`src/rtl/core/rmh_fifo.sv`:
```
// ----------------------------------------------------------------------------
// rmh_fifo
// short queue between the front and the heap engine
// ----------------------------------------------------------------------------
module rmh_fifo #(
    parameter int WIDTH = 34,
    parameter int DEPTH = 4
) (
    input  logic             clk,
    input  logic             rst_n,
    input  logic             push,
    input  logic [WIDTH-1:0] push_data,
    output logic             full,
    input  logic             pop,
    output logic [WIDTH-1:0] pop_data,
    output logic             empty
);

    localparam int PW = (DEPTH > 1) ? $clog2(DEPTH) : 1;
    localparam int CNW = $clog2(DEPTH + 1);

    logic [WIDTH-1:0] slot_reg [DEPTH];
    logic [PW-1:0]    wptr_reg;
    logic [PW-1:0]    rptr_reg;
    logic [CNW-1:0]   fill_reg;

    assign full     = (fill_reg == CNW'(DEPTH));
    assign empty    = (fill_reg == '0);
    assign pop_data = slot_reg[rptr_reg];

    always_ff @(posedge clk)
    begin
        if (push && !full)
        begin
            slot_reg[wptr_reg] <= push_data;
        end
    end

    always_ff @(posedge clk or negedge rst_n)
    begin
        if (!rst_n)
        begin
            wptr_reg <= '0;
            rptr_reg <= '0;
            fill_reg <= '0;
        end
        else
        begin
            if (push && !full)
            begin
                wptr_reg <= (wptr_reg == PW'(DEPTH - 1)) ? '0 : wptr_reg + 1'b1;
            end
            if (pop && !empty)
            begin
                rptr_reg <= (rptr_reg == PW'(DEPTH - 1)) ? '0 : rptr_reg + 1'b1;
            end
            case ({push && !full, pop && !empty})
                2'b10:   fill_reg <= fill_reg + 1'b1;
                2'b01:   fill_reg <= fill_reg - 1'b1;
                default: fill_reg <= fill_reg;
            endcase
        end
    end

endmodule

```
`config.mk`:
```
export PLATFORM = sky130hd
export DESIGN_NAME = rmh_fifo
export DESIGN_NICKNAME = d
export VERILOG_FILES = /design/src/rtl/core/rmh_fifo.sv
export SDC_FILE = /design/constraint.sdc
export NUM_CORES = 1
export LEC_CHECK = 0
export BUFFER_PORTS_ARGS = -buffer_cell sky130_fd_sc_hd__buf_2
export CORE_ASPECT_RATIO = 1.4
export CORE_MARGIN = 1.5
export CORE_UTILIZATION = 45
export CTS_CLUSTER_DIAMETER = 40
export DETAILED_ROUTE_END_ITERATION = 8
export MAX_ROUTING_LAYER = met4
export PLACE_DENSITY = 0.67
export SETUP_SLACK_MARGIN = 0.3
export SLEW_MARGIN = 30
export SYNTH_ARGS = -nofsm -noshare
export SYNTH_HDL_FRONTEND = slang
export SYNTH_SLANG_ARGS = --single-unit
```
`constraint.sdc`:
```
create_clock -name clk -period 1.95 [get_ports clk]
set_input_delay 0.2925 -clock clk [delete_from_list [all_inputs] [get_ports clk]]
set_output_delay 0.2925 -clock clk [all_outputs]
set_load 0.01 [all_outputs]
```
==> results.sh, run 1 <==
export IMPL_outcome="finished with violations"
export IMPL_violations="negative setup slack"
export IMPL_fp_dieW_um=95.2
export IMPL_post_dp_hpwl_um=5570
export IMPL_hold_violations=0
export IMPL_synth_top_cell_area_share_pct=76.3
export IMPL_setup_ws_ps=-93.4
export IMPL_drive_gt1_share_pct=52.6
export IMPL_drc=0
export IMPL_crit_arrival_ps=1750
export IMPL_dp_cells=449
export IMPL_start_util_pct=45.8
export IMPL_worstSetupPathType="flop to primary output"
export IMPL_core_rowCount=47
export IMPL_switching_share_pct=27.8
export IMPL_final_cell_mix="edfxtp_1, buf_2, mux4_2"
export IMPL_yosys_top_cells_area="edfxtp_1, mux4_2, dfrtp_1"
export IMPL_htreeDepth=4
export IMPL_drt_wirelength_per_cell_um=19.2
export IMPL_synthCells=220
export IMPL_grt_max_degree=27
export IMPL_fin_crit_ps=2040
export IMPL_ios=74
export IMPL_final_common_cell="edfxtp_1"
export IMPL_synth_area_leader_cell="edfxtp_1"
export IMPL_fmax_mhz=489
export IMPL_seqPwrFrac_pct=38.6
export IMPL_p_leak_uw=0.00247
export IMPL_reg2reg_slack_ps=-20
export IMPL_fin_skew_ps=9.04
export IMPL_p_sw_uw=3050
export IMPL_firstDrtPassIters=4
export IMPL_rsz0062_at_grt="yes"
export IMPL_netlist_area_um2=5360
export IMPL_worst_path_largest_cell_delay_ps=480
export IMPL_path_clk_slew_ps=60
export IMPL_crit_path_end_kind="primary output"
export IMPL_cp_num_buf_inv=3
export IMPL_core_um2=11700
export IMPL_hp_class="input port to flop"
export IMPL_vdd_ir_drop_worst_uv=776
export IMPL_port_buffers=73
export IMPL_clkLatencyLatePin_ps=410
export IMPL_largest_reg_flops=136
export IMPL_die_height_um=132
export IMPL_ys_seq_area_share_pct=79.5
export IMPL_cts_tree="yes"
export IMPL_grt_pass1_vias=2666
export IMPL_startpoint_type="flop"
export IMPL_grt_overflow_total=0
export IMPL_synthDistinctLibCells=21
export IMPL_cp_max_fo=5
export IMPL_path_cells="buf_12, clkbuf_16, mux4_2, buf_2"
export IMPL_final_util_pct=58.7
export IMPL_drt_iter0_drc=126
export IMPL_cp_top_family="multiplexers"
export IMPL_clockRootBuffer="clkbuf_16"
export IMPL_slew_headroom_pct=80.3
export IMPL_power_density_nw_per_um2=1600
export IMPL_grt_util_all_layers_pct=16.7
export IMPL_nets=374
export IMPL_cts_sinks=143
export IMPL_ant_nets=0
export IMPL_cp_required_ps=1660
export IMPL_ys_ff_latch=143
export IMPL_crit_slowest_cell="mux4_2"
export IMPL_power_internal_uw=7920
export IMPL_vias_per_cell=5.07
export IMPL_area_growth_pct=28.3
export IMPL_drv_slew=0
export IMPL_post_route_period_util_pct=105
export IMPL_worst_slew_pin_slew_ps=296
export IMPL_yosysWarnings=0
export IMPL_power_frac_comb_pct=33.6
export IMPL_die_area_um2=12600
export IMPL_routed_wl_um=9450
export IMPL_place_congestion=0.756
export IMPL_cts_buffer_depth=2
export IMPL_vias=2491
export IMPL_cts_buffers=17
export IMPL_setup_violations=35
export IMPL_syn_nets=265
export IMPL_cap_violations=0
export IMPL_grt_first_pass_wirelength_um=14300
export IMPL_clkPwrFrac_pct=27.8
export IMPL_final_cells=491
export IMPL_syn_area_per_cell_um2=24.3
export IMPL_antenna_found_initial=2
[worst paths after layout]
check                                             start                   endpoint  cells after the start
worst max register to register  fill_reg[0]$_DFFE_PN0P_    fill_reg[2]$_DFFE_PN0P_                      9
worst min-delay path                      push_data[25]  slot_reg[3][25]$_DFFE_PP_                      1
min in group asynchronous                         rst_n    fill_reg[2]$_DFFE_PN0P_                      2
max in group asynchronous                         rst_n    rptr_reg[0]$_DFFE_PN0P_                      2
worst min register to register  fill_reg[2]$_DFFE_PN0P_    fill_reg[2]$_DFFE_PN0P_                      2
worst max-delay path            rptr_reg[0]$_DFFE_PN0P_               pop_data[19]                      4
[power by group through the flow]
stage                     Combinational, uW  Sequential, uW  Clock [uW]
final                                  3690            4240        3050
after global routing                   3960            4300        3230
after CTS                              3550            4250        3120
after detailed placement               3150            4300           0
after global placement                 3120            4250           0
after floorplan                        2010            4250           0
[through the flow]
step | power, uW | TNS (ps) | setup WS, ps | cell area (um2) | hold slack [ps]
detailed placement | 7450 | -60.8 | -60.8 | 6030 | 142
finish | 11000 | -1800 | -93.4 | 6870 | 93.6
floorplan | 6250 | -21.1 | -21.1 | 5370 | -3.09
global placement | 7370 | 0 | 19.6 | 6030 | 144
CTS | 10900 | -3020 | -119 | 6760 | 75.3
global route | 11500 | -3980 | -153 | 6870 | 86.5
[layer usage]
metal / wire, um / track usage [%] / vias up
li1: - / - / 1138
met1: 3720 / 19.7 / 1288
met2: 5240 / 26.4 / 56
met3: 342 / 3.86 / 9
met4: 153 / 8.96 / 0
met5: 0 / - / -
[cell usage after synthesis]
cell type / instances
o21ai_0: 1
buf_4: 3
dfrtp_1: 7
edfxtp_1: 136
nor3_1: 1
nand2b_1: 1
nor2_1: 3
mux4_2: 34
fa_1: 1
mux2_2: 2
and2_4: 1
and3_2: 4
buf_2: 3
xor2_1: 2
nand2_1: 1
clkbuf_1: 2
inv_1: 8
xnor2_1: 1
ha_1: 6
or3b_4: 1
mux2_4: 2
[cell families (layout without fill, tap and decap cells)]
kind of cell | count (synthesis) | count (layout) | share of synthesized area, %
fa+ha+maj | 7 | 7 | 1.78
flops | 143 | 143 | 79.5
mux | 38 | 38 | 15.3
compound gates | 1 | 1 | 0.0934
xor+xnor | 3 | 3 | 0.491
other cells | 0 | 2 | 0
simple gates | 12 | 12 | 1.43
buf+inv | 16 | 138 | 1.40
[what timing repair did]
action / in CTS / in global routing
pin swaps: 6 / 1
gates cloned: 1 / 2
setup endpoints to repair: 99 / 147
gates resized for setup: 19 / 11
setup buffers: 3 / 1
hold endpoints to repair: 7 / 0
hold buffers: 1 / 0
[layout make-up]
cell class / count / area [um2]
Antenna cell: 2 / 5.00
Clock buffer: 18 / 429
Clock inverter: 14 / 143
Fill cell: 838 / 4830
Inverter: 8 / 32.5
Multi-Input combinational cell: 61 / 1050
Sequential cell: 143 / 4260
Tap cell: 147 / 184
Timing Repair Buffer: 98 / 769
Note: power is estimated with default switching activity, not from simulation.
==> run 2: changes to the inputs <==
--- a/config.mk
+++ b/config.mk
@@ -11,7 +11,6 @@
 export CORE_UTILIZATION = 45
 export CTS_CLUSTER_DIAMETER = 40
 export DETAILED_ROUTE_END_ITERATION = 8
-export MAX_ROUTING_LAYER = met4
 export PLACE_DENSITY = 0.67
 export SETUP_SLACK_MARGIN = 0.3
 export SLEW_MARGIN = 30
==> results.sh, run 2 (synthesis gave the netlist of run 1 again) <==
export IMPL_clkPwrFrac_pct=27.8
export IMPL_use_met3_pct=4.67
export IMPL_place_congestion=0.746
export IMPL_drt_wirelength_per_cell_um=19.1
export IMPL_violations="negative setup slack"
export IMPL_hold_start="push_data[25]"
export IMPL_path_clk_slew_ps=60
export IMPL_nets=374
export IMPL_final_cells=491
export IMPL_reg2reg_slack_ps=-20
export IMPL_r2r_start="fill_reg[0]$_DFFE_PN0P_"
export IMPL_firstDrtPassIters=5
export IMPL_dp_cells=449
export IMPL_grt_first_pass_wirelength_um=14300
export IMPL_setup_ws_ps=-95.2
export IMPL_vias=2519
export IMPL_cts_tree="yes"
export IMPL_min_to="slot_reg[3][25]$_DFFE_PP_"
export IMPL_post_route_period_util_pct=105
export IMPL_holdWs_ps=92.0
export IMPL_start_util_pct=45.8
export IMPL_hold_violations=0
export IMPL_p_sw_uw=3060
export IMPL_outcome="finished with violations"
export IMPL_p_leak_uw=0.00247
export IMPL_drt_iter0_drc=113
export IMPL_grt_max_degree=27
export IMPL_cts_buffers=17
export IMPL_final_cell_mix="edfxtp_1, buf_2, mux4_2"
export IMPL_drive_gt1_share_pct=52.6
export IMPL_grt_busiest_layer="met2"
export IMPL_post_dp_hpwl_um=5570
export IMPL_worst_slew_pin_slew_ps=298
export IMPL_power_internal_uw=7920
export IMPL_crit_arrival_ps=1750
export IMPL_cts_sinks=143
export IMPL_grt_pass1_vias=2668
export IMPL_cp_top_family="multiplexers"
export IMPL_power_uw=11000
export IMPL_cap_violations=0
export IMPL_cts_buffer_depth=2
export IMPL_hp_class="input port to flop"
export IMPL_place_ws_ps=-60.8
export IMPL_worst_path_largest_cell_delay_ps=480
export IMPL_cp_num_buf_inv=3
export IMPL_use_met2_pct=26.4
export IMPL_cp_max_fo=5
export IMPL_vias_per_cell=5.13
export IMPL_ios=74
export IMPL_final_common_cell="edfxtp_1"
export IMPL_startpoint_type="flop"
export IMPL_crit_slowest_cell="mux4_2"
export IMPL_r2r_cells=9
export IMPL_drc=0
export IMPL_setup_violations=35
export IMPL_rsz0062_at_grt="yes"
export IMPL_htreeDepth=4
export IMPL_vdd_ir_drop_worst_uv=779
export IMPL_antenna_found_initial=2
export IMPL_port_buffers=73
export IMPL_crit_path_end_kind="primary output"
export IMPL_worstSetupPathType="flop to primary output"
export IMPL_ant_nets=0
export IMPL_fin_skew_ps=6.69
export IMPL_holdPathStages=1
export IMPL_fin_crit_ps=2050
export IMPL_largest_reg_flops=136
export IMPL_grt_overflow_total=0
export IMPL_area_growth_pct=28.3
export IMPL_grt_use_met1_pct=19.5
export IMPL_fmax_mhz=489
export IMPL_core_rowCount=47
export IMPL_power_density_nw_per_um2=1600
export IMPL_clkLatencyLatePin_ps=410
export IMPL_routed_wl_um=9400
export IMPL_switching_share_pct=27.9
export IMPL_die_area_um2=12600
export IMPL_rr_endpoint="fill_reg[2]$_DFFE_PN0P_"
export IMPL_drv_slew=0
export IMPL_clockRootBuffer="clkbuf_16"
export IMPL_path_cells="buf_12, clkbuf_16, mux4_2, buf_2"
export IMPL_die_height_um=132
export IMPL_fp_dieW_um=95.2
export IMPL_core_um2=11700
export IMPL_seqPwrFrac_pct=38.6
export IMPL_grt_util_all_layers_pct=16.3
export IMPL_power_frac_comb_pct=33.6
export IMPL_cp_required_ps=1660
export IMPL_slew_headroom_pct=80.1
-- run 2: worst max-delay path by stage --
| stage | startpoint | to | slack (ps) | cells past startpoint |
|---|---|---|---|---|
| 6_report | rptr_reg[0]$_DFFE_PN0P_ | pop_data[19] | -100 | 4 |
| 5_1_grt | fill_reg[0]$_DFFE_PN0P_ | fill_reg[2]$_DFFE_PN0P_ | -150 | 9 |
| 4_1_cts | rptr_reg[0]$_DFFE_PN0P_ | pop_data[18] | -120 | 4 |
| 3_5_place_dp | fill_reg[1]$_DFFE_PN0P_ | fill_reg[2]$_DFFE_PN0P_ | -60 | 9 |
| 3_3_place_gp | fill_reg[1]$_DFFE_PN0P_ | fill_reg[2]$_DFFE_PN0P_ | 20 | 9 |
| 2_1_floorplan | fill_reg[1]$_DFFE_PN0P_ | fill_reg[2]$_DFFE_PN0P_ | -20 | 9 |
-- run 2: final cells by class --
| class | count | area, um2 |
|---|---|---|
| multi-input combinational | 61 | 1050 |
| antenna | 2 | 5.00 |
| sequential | 143 | 4260 |
| clock buffer | 18 | 429 |
| timing repair buffer | 98 | 769 |
| inverter | 8 | 32.5 |
| clock inverter | 14 | 143 |
| fill | 838 | 4830 |
| tap | 147 | 184 |
-- run 2: power by group through the flow --
stage	Clock, uW	Combinational [uW]	Sequential (uW)
after floorplan	0	2010	4250
after global placement	0	3120	4250
after detailed placement	0	3150	4300
after CTS	3120	3550	4250
after global routing	3230	3960	4300
final	3050	3690	4240
-- run 2: worst register-to-register path: stages (launching register included) --
cell and delay, ps:
dfrtp_1 380, or3b_4 400, and2_4 150, inv_2 60, ha_4 130, inv_2 30, fa_2 320, xor2_1 140
nor2_1 110, xor2_1 160
-- run 2: timing repair --
item,4_1_cts,5_1_grt
cloned,1,2
hold endpoints to repair,7,0
resized for setup,19,11
buffers inserted,3,1
hold buffers,1,0
pin swaps,6,1
endpoints found under the setup margin,99,147
-- run 2: routing by layer --
metal,wire length (um),vias to the layer above
met1,3640,1303
met3,414,15
met2,5160,61
met5,0,-
li1,-,1140
met4,180,0
-- run 2: stage by stage --
| step | cell area [um2] | setup TNS [ps] | util, % |
|---|---|---|---|
| after floorplan | 5370 | -21.1 | - |
| after global placement | 6030 | 0 | 51.5 |
| after detailed placement | 6030 | -60.8 | 51.5 |
| after CTS | 6760 | -3020 | 57.8 |
| after global routing | 6870 | -4060 | 58.7 |
| final | 6870 | -1840 | 58.7 |
